### src/design/pacs_pkg.sv
`timescale 1ns / 1ps
// shared types, constants and saturation helpers for the polygon area block
// no dependencies
package pacs_pkg;

   localparam int CFB         = 16;          // fractional bits of a coordinate
   localparam int QUEUE_DEPTH = 4;           // edge queue between front and back
   localparam int CS_W        = 64 - CFB;    // significant bits of a scaled cross product
   localparam int CS_HI_W     = CS_W - 32;   // upper slice of it

   typedef struct packed {
      logic signed [31:0] vertex_x;
      logic signed [31:0] vertex_y;
      logic               last_vertex;
   } req_type;

   typedef struct packed {
      logic signed [31:0] area;
      logic signed [31:0] centroid_x;
      logic signed [31:0] centroid_y;
      logic [30:0]        perimeter;
      logic               degenerate;
   } rsp_type;

   // one edge p -> q as handed from front to back
   typedef struct packed {
      logic signed [31:0] px;
      logic signed [31:0] py;
      logic signed [31:0] qx;
      logic signed [31:0] qy;
      logic               first_edge;
      logic               close_edge;
   } edge_type;

   typedef struct packed {
      logic        start;
      logic [63:0] num;
      logic [65:0] den;
   } div_req_type;

   typedef struct packed {
      logic        done;
      logic [32:0] mag;
   } div_rsp_type;

   function automatic logic signed [63:0] sat64(input logic signed [98:0] v);
      if ((v[98:63] == '0) || (v[98:63] == '1)) begin
         return v[63:0];
      end else if (v[98]) begin
         return {1'b1, 63'd0};
      end else begin
         return {1'b0, {63{1'b1}}};
      end
   endfunction

   function automatic logic signed [31:0] sat32(input logic signed [63:0] v);
      if ((v[63:31] == '0) || (v[63:31] == '1)) begin
         return v[31:0];
      end else if (v[63]) begin
         return {1'b1, 31'd0};
      end else begin
         return {1'b0, {31{1'b1}}};
      end
   endfunction

endpackage

### src/design/pacs_div.sv
`timescale 1ns / 1ps
// restoring divider, one quotient bit a cycle, quotient clamped at 2^32
// depends on pacs_pkg
module pacs_div (
   input  logic                  clock,
   input  logic                  reset,
   input  pacs_pkg::div_req_type div_req,
   output pacs_pkg::div_rsp_type div_rsp
);

   localparam int ITER  = 64 + pacs_pkg::CFB;
   localparam int CNT_W = $clog2(ITER + 1);

   logic             busy_ff, done_ff, sticky_ff;
   logic [CNT_W-1:0] cnt_ff;
   logic [63:0]      num_ff;
   logic [65:0]      den_ff, rem_ff;
   logic [33:0]      q_ff;
   logic [66:0]      rem_n;
   logic             ge;

   assign rem_n = {rem_ff, num_ff[63]};
   assign ge    = (rem_n >= {1'b0, den_ff});

   assign div_rsp.done = done_ff;
   assign div_rsp.mag  = (sticky_ff || (q_ff > 34'h1_0000_0000)) ? 33'h1_0000_0000 : q_ff[32:0];

   always_ff @(posedge clock) begin
      if (reset) begin
         busy_ff <= 1'b0;
         done_ff <= 1'b0;
      end else begin
         done_ff <= !div_req.start && busy_ff && (cnt_ff == CNT_W'(1));
         if (div_req.start) begin
            busy_ff <= 1'b1;
         end else if (busy_ff && (cnt_ff == CNT_W'(1))) begin
            busy_ff <= 1'b0;
         end
      end
      if (div_req.start) begin
         cnt_ff    <= CNT_W'(ITER);
         num_ff    <= div_req.num;
         den_ff    <= div_req.den;
         rem_ff    <= '0;
         q_ff      <= '0;
         sticky_ff <= 1'b0;
      end else if (busy_ff) begin
         cnt_ff    <= cnt_ff - 1'b1;
         num_ff    <= {num_ff[62:0], 1'b0};
         rem_ff    <= ge ? 66'(rem_n - {1'b0, den_ff}) : rem_n[65:0];
         q_ff      <= {q_ff[32:0], ge};
         sticky_ff <= sticky_ff | q_ff[33];
      end
   end

endmodule

### config.mk
export PLATFORM = sky130hd
export DESIGN_NAME = pacs_div
export DESIGN_NICKNAME = d
export VERILOG_FILES = /design/src/design/pacs_pkg.sv /design/src/design/pacs_div.sv
export SDC_FILE = /design/constraint.sdc
export NUM_CORES = 1
export LEC_CHECK = 0
export BUFFER_PORTS_ARGS = -buffer_cell sky130_fd_sc_hd__buf_4
export CORE_ASPECT_RATIO = 0.75
export CORE_UTILIZATION = 28
export DETAILED_ROUTE_END_ITERATION = 12
export GPL_TIMING_DRIVEN = 0
export SYNTH_ARGS = -nofsm -noshare
export SYNTH_HDL_FRONTEND = slang
export SYNTH_SLANG_ARGS = --single-unit
### constraint.sdc
create_clock -name clock -period 4.4 [get_ports clock]
set_input_delay 0.22 -clock clock [delete_from_list [all_inputs] [get_ports clock]]
set_output_delay 0.22 -clock clock [all_outputs]
set_load 0.05 [all_outputs]
-- Word level (Yosys, flattened, before mapping)
Cells that the tools add are included.
- $add $sub $neg: 2
- order comparisons: 2
- equal/unequal tests: 1
- muxes and demuxes: 6
- bitwise gates (word level): 1
- reduce and logical (&&, ||, !) cells: 7
- operator list (operator ; count):
    $mux W64 ; 2
    $ge A67 B66 Y1 ; 1
    $mux W66 ; 1
    $sub A66 B66 Y66 ; 1
    $gt A34 B33 Y1 const B ; 1
    $mux W33 ; 1
    $eq A7 B1 Y1 const B ; 1
    $sub A7 B1 Y7 const B ; 1
    $reduce_bool A2 Y1 ; 2
    $logic_and A1 B1 Y1 ; 3
    $mux W1 ; 2
    $logic_not A1 Y1 ; 1
    $logic_or A1 B1 Y1 ; 1
    $or A1 B1 Y1 ; 1
- register bits after elaboration: 240
- input bits: 133
- output and inout port bits: 34
- logic and storage cells: 27

-- Depth between registers and ports, before layout
Gate-level depths: netlist of run 1.
- depth in word-level cells: 4
- mapped depth: 16
- mapped depth without buffers: 15

-- Worst setup path after synthesis of run 1
OpenSTA, ideal clock, no wires.
- path type: register to register
- start: register num_ff[63]
- end: register rem_ff[62]
- setup time: 0.122 ns
- data arrival time: 3.070 ns
- required time: 4.278 ns
- slack: 1.208 ns
- stages on the path, launching flop included: 16
- path buffers: 0
- period minus slack after synthesis: 3.192 ns
- cells stage by stage: edfxtp_1 -> inv_1 -> ha_1 -> inv_1 -> fa_1 -> a21oi_1 -> o22ai_1 -> o211ai_1 -> a31oi_1 -> o21ai_1 -> o21ai_1 -> a41o_1 -> a221oi_2 -> a21oi_1 -> xor2_1 -> a221o_1
- word-level cells in the longest chain between the ends: 2
- elaborated cells on any way between the ends: 3
- those cells by class: 1 x add/sub; 1 x order compare; 1 x mux
- ends and longest elaborated chain (what ; RTL line ; text):
    start: declaration ; pacs_div.sv:16 ; logic [63:0] num_ff;
    start signal: assignment ; pacs_div.sv:42 ; num_ff <= div_req.num;
    start signal: assignment ; pacs_div.sv:49 ; num_ff <= {num_ff[62:0], 1'b0};
    $sub A66 B66 Y66 or $ge A67 B66 Y1 (tied branches) ; pacs_div.sv:50, pacs_div.sv:23 ;
    $mux W66 * ; pacs_div.sv:50 ; rem_ff <= ge ? 66'(rem_n - {1'b0, den_ff}) : rem_n[65:0];
    end signal: assignment ; pacs_div.sv:50 ;
    end: declaration ; pacs_div.sv:17 ; logic [65:0] den_ff, rem_ff;
Mark *: on every way between the ends. The rest lies on a longest branch, timed or not.
A chain may end at the register's enable or synchronous reset.

-- Worst setup path after layout of run 1
Same ends and word-level chain as after synthesis.

==> impl_metrics.env, run 1 <==
export IMPL_whs_ns=0.330
export IMPL_crit_type="flip-flop to flip-flop"
export IMPL_max_stage_delay_ns=0.43
export IMPL_power_frac_clock_pct=39.1
export IMPL_syn_nets=1601
export IMPL_path_clk_slew_ns=0.06
export IMPL_place_area_mm2=0.0159
export IMPL_grt_pass1_wl_um=62200
export IMPL_cpMaxStageDelayCell="edfxtp_1"
export IMPL_place_congestion=0.886
export IMPL_syn_inst=1399
export IMPL_num_vias=11700
export IMPL_rr_startpoint="num_ff[63]"
export IMPL_vias_per_cell=4.89
export IMPL_yosys_warnings=0
export IMPL_crit_chain="inv_1 > ha_1 > inv_1 > fa_1 > a21oi_1 > o22ai_1 > o211ai_1 > a31oi_1 > o21ai_1 > o21ai_1 > a41o_1 > a221oi_2 > a21oi_1 > xor2_1 > a221o_1"
export IMPL_route_detailed_drc=0
export IMPL_period_minus_slack_ns=4.15
export IMPL_dieArea_mm2=0.0502
export IMPL_nFillCells=4947
export IMPL_grt_max_degree=70
export IMPL_synth_edf_count=130
export IMPL_async_reset_ff_share_pct=0
export IMPL_syn2layout_area_growth_pct=32.0
export IMPL_dp_cells=2214
export IMPL_die_height_um=194
export IMPL_cts_root_buf="clkbuf_16"
export IMPL_arrival_ns=4.60
export IMPL_first_pass_iters=7
export IMPL_fin_cells=2399
export IMPL_hold_class="primary input to flip-flop"
export IMPL_ios=167
export IMPL_clock_latency_ns=0.57
export IMPL_drt_wl_total_um=39700
export IMPL_max_cap_viol_count=0
export IMPL_switching_share_pct=28.1
export IMPL_cts_made_buffers=28
export IMPL_dp_hpwl_um=28600
export IMPL_finalHoldViolations=0
export IMPL_worst_pin_slew_ns=0.941
export IMPL_fin_worst_skew_ns=0.0199
export IMPL_finalInstanceArea_mm2=0.0182
export IMPL_finalCritPeriodShare_pct=94.3
export IMPL_synth_avg_cell_area_um2=9.87
export IMPL_crit_path_end_kind="flip-flop"
export IMPL_combinationalPowerShare_pct=21.7
export IMPL_synth_ff_type="edfxtp_1"
export IMPL_seq_power_share_pct=39.2
export IMPL_grt_antenna_before_repair=3
export IMPL_ys_seq_elements=240
export IMPL_p_sw_mw=1.88
export IMPL_yosysSeqAreaShare_pct=44.2
export IMPL_crit_cells=15
export IMPL_slew_viol_final=0
export IMPL_regToRegEndpoint="rem_ff[62]"
export IMPL_grt_pass1_vias=11400
export IMPL_seq_area_mm2=0.00611
export IMPL_cp_max_fo=3
export IMPL_initial_utilization_pct=28.4
export IMPL_post_route_cells_drive_above_1_share_pct=20.7
export IMPL_grt_ovfl_total=0
export IMPL_yosysUniqueCellTypes=73
export IMPL_p_leak_nw=7.52
export IMPL_max_vdd_ir_drop_mv=0.253
export IMPL_status="finished, final reports clean"
export IMPL_r2r_setup_slack_ns=0.25
export IMPL_dieWidth_um=258
export IMPL_cp_endpoint="rem_ff[62]"
export IMPL_max_clock_freq_ghz=0.241
export IMPL_dr_first_iter_drc_count=813
export IMPL_core_area_mm2=0.0487
export IMPL_p_total_mw=6.71
export IMPL_clock_sinks=240
export IMPL_rsz0062_at_grt="false"
export IMPL_ant_nets=0
export IMPL_cts_resized=0
export IMPL_critPathBufInv=2
export IMPL_multi_input_area_mm2=0.00701
export IMPL_crit_start="num_ff[63]"
export IMPL_htree_levels=1
export IMPL_path_delay_family="compound AO/OA/AOI/OAI gates"
export IMPL_io_buffers=166
export IMPL_required_ns=4.86
export IMPL_layout_common_cells="nor2_1, buf_4, dlygate4sd3_1"
export IMPL_start_kind="flip-flop"
export IMPL_powerDensity_mw_per_mm2=368
export IMPL_synth_area_mm2=0.0138
export IMPL_finalSetupViolations=0
export IMPL_wire_per_inst_um=16.5
export IMPL_r2r_cells=15
export IMPL_relSlewSlack_pct=37.2
export IMPL_nNetsFinal=1929
export IMPL_cts_tree="built"
export IMPL_row_count=70
export IMPL_gr_usage_all_layers_pct=15.4
export IMPL_p_int_mw=4.82
export IMPL_clockBufferDepth=3
[what timing repair did]
item	in CTS	in global routing
hold buffers	131	0
buffers inserted	0	0
hold endpoints to repair	132	0
[synthesized netlist by cell type (17+ instances only)]
library cell / instances / area, µm²
edfxtp_1: 130 / 3900
nor2_1: 171 / 642
nor3_1: 20 / 100
inv_1: 82 / 308
xor2_1: 28 / 245
ha_1: 68 / 851
mux2i_1: 36 / 360
o21ai_0: 50 / 250
a21oi_1: 130 / 651
xnor2_1: 38 / 333
a21o_1: 35 / 263
clkbuf_1: 45 / 169
a211oi_2: 38 / 475
nand2_1: 68 / 255
mux2_2: 63 / 709
buf_2: 17 / 85.1
and2_1: 35 / 219
dfxtp_1: 110 / 2200
nand3_1: 22 / 110
nand4_1: 23 / 144
[cell families (layout without fill, tap and decap cells)]
group	after synthesis	in the layout	share of synthesized area, %
AOI/OAI and AO/OA	368	368	18.9
xor gates and xnor gates	66	66	4.19
adders and majority gates	69	69	6.31
buffers and inverters	161	511	5.00
DFF	240	240	44.2
muxes	99	99	7.75
other	0	2	0
and+or+nand+nor	396	396	13.6
[through the flow]
stage | TNS, ns | util [%] | setup WS, ns
detailed placement | 0 | 32.6 | 0.367
floorplan | 0 | - | 1.21
finish | 0 | 37.4 | 0.253
global route | 0 | 37.4 | 0.0306
CTS | 0 | 37.4 | 0.331
global placement | -11.36 | 32.6 | -0.184
[cell type report]
cell class	count	area share, %
sequential	240	33.5
antenna	2	0.0275
inverter	82	1.69
buffer	79	2.10
multi-input combinational	998	38.5
timing repair buffer	298	14.1
clock buffer	37	4.26
tap	648	4.45
clock inverter	15	1.38
[layer usage]
layer | global-route usage [%] | vias to the layer above | wire (µm)
li1 | - | 5729 | -
met1 | 22.9 | 5632 | 19700
met2 | 23.2 | 300 | 17000
met3 | 2.43 | 57 | 2050
met4 | 3.59 | 2 | 837
met5 | 0 | - | 17
[how the worst min path moves through the flow]
stage,from,end,slack (ns),cells past startpoint
2_1_floorplan,reset,busy_ff,0.29,1
3_3_place_gp,reset,busy_ff,0.39,2
3_5_place_dp,div_req[16],den_ff[16],0.40,1
4_1_cts,div_req[130],den_ff[60],0.33,1
5_1_grt,div_req[15],den_ff[15],0.35,2
6_report,div_req[130],den_ff[60],0.33,1
[state kept, by name, summed over array words and instances, names as in the netlist]
name and flops:
num_ff 64, rem_ff 66, den_ff 66, cnt_ff 7, done_ff 1, busy_ff 1
q_ff 34, sticky_ff 1
[power by group through the flow]
| stage | sequential, mW | combinational [mW] | clock, mW |
|---|---|---|---|
| after floorplan | 2.65 | 0.961 | 0 |
| after global placement | 2.67 | 1.32 | 0 |
| after detailed placement | 2.68 | 1.34 | 0 |
| after CTS | 2.63 | 1.45 | 2.71 |
| after global routing | 2.65 | 1.60 | 2.78 |
| final | 2.63 | 1.46 | 2.62 |
(Power assumes the default switching activity.)
==> inputs of run 2 (changes only) <==
--- a/config.mk
+++ b/config.mk
@@ -6,10 +6,11 @@
 export NUM_CORES = 1
 export LEC_CHECK = 0
 export BUFFER_PORTS_ARGS = -buffer_cell sky130_fd_sc_hd__buf_4
-export CORE_ASPECT_RATIO = 0.75
+export CORE_MARGIN = 2
 export CORE_UTILIZATION = 28
 export DETAILED_ROUTE_END_ITERATION = 12
 export GPL_TIMING_DRIVEN = 0
+export SETUP_SLACK_MARGIN = 0.5
 export SYNTH_ARGS = -nofsm -noshare
 export SYNTH_HDL_FRONTEND = slang
 export SYNTH_SLANG_ARGS = --single-unit
==> run 2 against run 1 <==
Net effect:
- setup slack improved by 0.42 ns
- clock skew decreased by 0.0075 ns
- clock power decreased by 9.9%
- maximum frequency increased by 11%
- critical path depth unchanged
- clock-buffer cell count increased by 5
- global-route usage increased by 0.072 points
- utilization decreased by 0.16 points
- power decreased by 4.0%
- sequential cell count unchanged
- register-to-register slack improved by 0.42 ns
==> impl_metrics.env, run 2 (synthesis gave the netlist of run 1 again) <==
export IMPL_status="finished, final reports clean"
export IMPL_dp_hpwl_um=28500
export IMPL_slew_viol_final=0
export IMPL_max_cap_viol_count=0
export IMPL_cpMaxStageDelayCell="edfxtp_1"
export IMPL_switching_share_pct=29.5
export IMPL_place_congestion=0.861
export IMPL_final_setup_worst_slack_ns=0.673
export IMPL_layout_common_cells="buf_4, nor2_1, dlygate4sd3_1"
export IMPL_cp_max_fo=3
export IMPL_clock_sinks=240
export IMPL_grt_antenna_before_repair=7
export IMPL_die_height_um=226
export IMPL_wire_per_inst_um=16.5
export IMPL_power_frac_clock_pct=36.6
export IMPL_nFillCells=4972
export IMPL_grt_pass1_vias=11800
export IMPL_path_delay_family="compound AO/OA/AOI/OAI gates"
export IMPL_core_area_mm2=0.0488
export IMPL_post_route_cells_drive_above_1_share_pct=20.9
export IMPL_ant_nets=0
export IMPL_grt_pass1_wl_um=63600
export IMPL_cts_root_buf="clkbuf_16"
export IMPL_combinationalPowerShare_pct=22.5
export IMPL_ios=167
export IMPL_grt_ovfl_total=0
export IMPL_first_pass_iters=5
export IMPL_initial_utilization_pct=28.3
export IMPL_clockBufferDepth=3
export IMPL_crit_chain="inv_1 > ha_1 > inv_1 > fa_1 > a21oi_1 > o22ai_1 > o211ai_1 > a31oi_2 > o21ai_2 > o21ai_2 > a41o_1 > a221oi_2 > a21oi_1 > xor2_1 > a221o_1"
export IMPL_seq_power_share_pct=40.9
export IMPL_arrival_ns=4.20
export IMPL_required_ns=4.87
export IMPL_cts_made_buffers=29
export IMPL_hold_path_depth=1
export IMPL_start_kind="flip-flop"
export IMPL_row_count=81
export IMPL_relSlewSlack_pct=37.0
export IMPL_multi_input_area_mm2=0.00704
export IMPL_fin_worst_skew_ns=0.0124
export IMPL_seq_area_mm2=0.00611
export IMPL_gr_usage_all_layers_pct=15.5
export IMPL_dieArea_mm2=0.0511
export IMPL_finalHoldViolations=0
export IMPL_io_buffers=166
export IMPL_p_sw_mw=1.90
export IMPL_syn2layout_area_growth_pct=31.9
export IMPL_max_vdd_ir_drop_mv=0.314
export IMPL_clock_latency_ns=0.58
export IMPL_powerDensity_mw_per_mm2=354
export IMPL_num_vias=11700
export IMPL_finalCritPeriodShare_pct=84.7
export IMPL_nNetsFinal=1932
export IMPL_path_clk_slew_ns=0.06
export IMPL_hold_class="primary input to flip-flop"
export IMPL_max_stage_delay_ns=0.46
export IMPL_p_total_mw=6.44
export IMPL_top_regs="den_ff: 66 flops, rem_ff: 66 flops, num_ff: 64 flops"
export IMPL_worst_pin_slew_ns=0.945
export IMPL_final_common_cell="buf_4"
export IMPL_finalSetupViolations=0
export IMPL_period_minus_slack_ns=3.73
export IMPL_p_leak_nw=7.46
export IMPL_critPathBufInv=2
export IMPL_vias_per_cell=4.81
export IMPL_p_int_mw=4.54
export IMPL_crit_path_end_kind="flip-flop"
export IMPL_dieWidth_um=226
export IMPL_drt_wl_total_um=40000
export IMPL_crit_cells=15
export IMPL_cts_tree="built"
export IMPL_r2r_cells=15
export IMPL_crit_type="flip-flop to flip-flop"
export IMPL_route_detailed_drc=0
export IMPL_max_clock_freq_ghz=0.268
export IMPL_htree_levels=1
export IMPL_grt_max_degree=70
export IMPL_dr_first_iter_drc_count=649
export IMPL_dp_worst_setup_slack_ns=0.468
export IMPL_rsz0062_at_grt="false"
-- run 2: cell count changes in the layout (fill, tap and decap cells not counted), sizes merged --
cell and change:
inv +1, clkbuf +6, buf +1, diode +5, bufinv -6, clkinvlp +2
-- run 2: layout make-up --
type / instances / area share (%)
Timing Repair Buffer: 300 / 14.2
Clock buffer: 42 / 4.54
Tap cell: 664 / 4.56
Antenna cell: 7 / 0.0962
Clock inverter: 12 / 0.543
Multi-Input combinational cell: 998 / 38.7
Inverter: 82 / 1.69
Buffer: 79 / 2.12
Sequential cell: 240 / 33.5
-- run 2: worst paths after layout --
path                start          to  slack [ns]
max            num_ff[63]  rem_ff[62]        0.67
min          div_req[130]  den_ff[11]        0.32
max reg2reg    num_ff[63]  rem_ff[62]        0.67
min reg2reg     rem_ff[7]   rem_ff[7]        0.48
-- run 2: timing repair --
item	in CTS	in global routing
pin swaps	0	3
buffers inserted	0	2
setup endpoints to repair	3	50
resized for setup	2	8
endpoints found under the hold margin	132	0
hold buffers	131	0
-- run 2: power by group through the flow --
stage | Sequential, mW | Combinational (mW) | Clock (mW)
after floorplan | 2.65 | 0.961 | 0
after global placement | 2.68 | 1.32 | 0
after detailed placement | 2.68 | 1.33 | 0
after CTS | 2.63 | 1.44 | 2.42
after global routing | 2.65 | 1.60 | 2.52
final | 2.63 | 1.45 | 2.36
-- run 2: worst reg2reg max path: stages (launching register included) --
cell and delay (ns):
edfxtp_1 0.46, inv_1 0.10, ha_1 0.16, inv_1 0.05, fa_1 0.42, a21oi_1 0.23
o22ai_1 0.14, o211ai_1 0.26, a31oi_2 0.18, o21ai_2 0.27, o21ai_2 0.14, a41o_1 0.33
a221oi_2 0.30, a21oi_1 0.13, xor2_1 0.16, a221o_1 0.29
-- run 2: routing by layer --
| metal | wire [µm] | global-route usage, % |
|---|---|---|
| met1 | 18600 | 20.8 |
| met2 | 18200 | 25.5 |
| met3 | 2310 | 3.19 |
| met4 | 938 | 3.90 |
| met5 | 0 | 0 |
-- run 2: per-stage QoR --
stage	std cells	utilization [%]	area (µm²)	TNS, ns	hold WS (ns)
after floorplan	1399	-	13800	0	0.292
after global placement	2229	32.5	15900	-11.65	0.392
after detailed placement	2230	32.6	15900	0	0.393
after CTS	2415	37.1	18100	0	0.326
after global routing	2424	37.3	18200	0	0.345
final	2424	37.3	18200	0	0.322
==> inputs of run 3 (changes only) <==
==> constraint.sdc (replaced) <==
create_clock -name clock -period 3.35 [get_ports clock]
set_input_delay 0.1675 -clock clock [delete_from_list [all_inputs] [get_ports clock]]
set_output_delay 0.1675 -clock clock [all_outputs]
set_load 0.05 [all_outputs]
==> run 3 against run 2 <==
Net effect:
- the run now ends with setup timing left
- global-route usage increased by 0.64 points
- setup slack got worse by 0.81 ns
- sequential cell count unchanged
- maximum frequency increased by 6.9%
- largest cell class unchanged
==> impl_metrics.env, run 3 (synthesis gave the netlist of run 1 again) <==
export IMPL_cts_tree="built"
export IMPL_cpMaxStageDelayCell="or4_1"
export IMPL_syn2layout_area_growth_pct=42.9
export IMPL_dp_worst_setup_slack_ns=-0.449
export IMPL_num_vias=12000
export IMPL_io_buffers=166
export IMPL_nFillCells=4794
export IMPL_nNetsFinal=1997
export IMPL_required_ns=3.88
export IMPL_max_vdd_ir_drop_mv=0.318
export IMPL_worst_path_most_repeated_cell="buf_12"
export IMPL_ant_nets=0
export IMPL_path_delay_family="compound AO/OA/AOI/OAI gates"
export IMPL_clock_sinks=240
export IMPL_place_congestion=0.875
export IMPL_crit_path_end_kind="flip-flop"
export IMPL_die_height_um=226
export IMPL_relSlewSlack_pct=36.7
export IMPL_wire_per_inst_um=17.1
export IMPL_critPathBufInv=6
export IMPL_grt_max_degree=70
export IMPL_arrival_ns=4.02
export IMPL_tns_ns=-3.76
export IMPL_max_cap_viol_count=0
export IMPL_period_minus_slack_ns=3.49
export IMPL_route_detailed_drc=0
export IMPL_final_common_cell="buf_4"
export IMPL_status="finished with violations"
export IMPL_finalHoldViolations=0
export IMPL_crit_start="den_ff[2]"
export IMPL_powerDensity_mw_per_mm2=454
export IMPL_vias_per_cell=4.84
export IMPL_grt_ovfl_total=0
export IMPL_clockBufferDepth=3
export IMPL_grt_pass1_vias=12200
export IMPL_max_stage_delay_ns=0.54
export IMPL_slew_viol_final=0
export IMPL_rsz0062_at_grt="true"
export IMPL_gr_usage_all_layers_pct=16.2
export IMPL_holdCritStartpoint="div_req[130]"
export IMPL_hold_class="primary input to flip-flop"
export IMPL_top_regs="den_ff: 66 flops, rem_ff: 66 flops, num_ff: 64 flops"
export IMPL_start_kind="flip-flop"
export IMPL_fin_worst_skew_ns=0.0210
export IMPL_p_leak_nw=8.15
export IMPL_finalSetupViolations=50
export IMPL_dieWidth_um=226
export IMPL_finalCritPeriodShare_pct=104
export IMPL_worst_pin_slew_ns=0.949
export IMPL_crit_type="flip-flop to flip-flop"
export IMPL_dp_hpwl_um=28600
export IMPL_cp_max_fo=6
export IMPL_core_area_mm2=0.0488
export IMPL_max_clock_freq_ghz=0.287
export IMPL_dieArea_mm2=0.0511
export IMPL_first_pass_iters=5
export IMPL_post_route_cells_drive_above_1_share_pct=29.1
export IMPL_cts_root_buf="clkbuf_16"
export IMPL_grt_pass1_wl_um=66000
export IMPL_row_count=81
export IMPL_grt_antenna_before_repair=5
export IMPL_final_setup_worst_slack_ns=-0.138
export IMPL_initial_utilization_pct=28.3
export IMPL_drt_wl_total_um=42400
export IMPL_clock_latency_ns=0.59
export IMPL_violations="setup timing"
export IMPL_ios=167
export IMPL_path_clk_slew_ns=0.06
export IMPL_layout_common_cells="buf_4, nor2_1, dlygate4sd3_1"
export IMPL_rr_startpoint="den_ff[2]"
export IMPL_cts_made_buffers=30
export IMPL_p_total_mw=8.96
export IMPL_htree_levels=1
export IMPL_crit_chain="inv_1 > ha_2 > o21a_1 > o31ai_4 > a211oi_2 > buf_4 > o2111ai_2 > nand2_2 > a2111oi_4 > a211oi_4 > a31oi_4 > buf_6 > buf_12 > buf_16 > buf_12 > or4_1 > nand3_1"
export IMPL_dr_first_iter_drc_count=607
==> run 3: cell types whose count changed in the layout (fill, tap and decap cells not counted), sizes merged <==
cell and change:
inv -2, diode -5, clkinv +8, bufinv +1, clkbuf -5, buf +58
bufbuf +4, clkdlybuf4s15 +1
==> run 3: timing repair <==
item                                   4_1_cts  5_1_grt
hold buffers                               131        0
buffers inserted                            40       14
gates cloned                                 9        3
resized for setup                          132       71
endpoints found under the hold margin      132        0
pin swaps                                   55       39
setup endpoints to repair                  142      130
==> run 3: stage by stage <==
| step | hold WS, ns | cells | area, µm² | util [%] |
|---|---|---|---|---|
| detailed placement | 0.341 | 2230 | 15900 | 32.6 |
| global placement | 0.341 | 2229 | 15900 | 32.6 |
| floorplan | 0.240 | 1399 | 13800 | - |
| CTS | 0.271 | 2465 | 19300 | 39.4 |
| finish | 0.258 | 2484 | 19700 | 40.4 |
| global route | 0.277 | 2484 | 19700 | 40.4 |
==> run 3: report_power, final <==
group	internal [mW]	switching [mW]
Combinational	1.15	1.22
Sequential	3.35	0.113
Clock	1.80	1.33
==> run 3: layout make-up <==
type                    instances  area [µm²]  share of cell area (%)
diodes                          2        5.00                  0.0254
plain buffers                  79         553                    2.80
clock buffers                  36         773                    3.92
clock inverters                19         170                   0.862
inverters                      82         310                    1.57
multi-input cells             998        7560                    38.3
flip-flops and latches        240        6110                    31.0
well taps                     664         831                    4.21
repair buffers                364        3420                    17.3
==> run 3: final timing paths <==
kind                                   end  slack [ns]  cells past startpoint
worst max-delay path            rem_ff[57]       -0.14                     17
worst min-delay path            den_ff[12]        0.26                      1
worst max register to register  rem_ff[57]       -0.14                     17
worst min register to register   rem_ff[9]        0.48                      2
==> run 3: layer usage <==
| metal | vias to the layer above | track usage [%] | share of wire [%] |
|---|---|---|---|
| met3 | 71 | 3.38 | 6.1 |
| met4 | 6 | 4.29 | 2.4 |
| met5 | - | 0 | 0.097 |
| met1 | 5723 | 21.3 | 44 |
| li1 | 5868 | - | - |
| met2 | 354 | 26.8 | 47 |
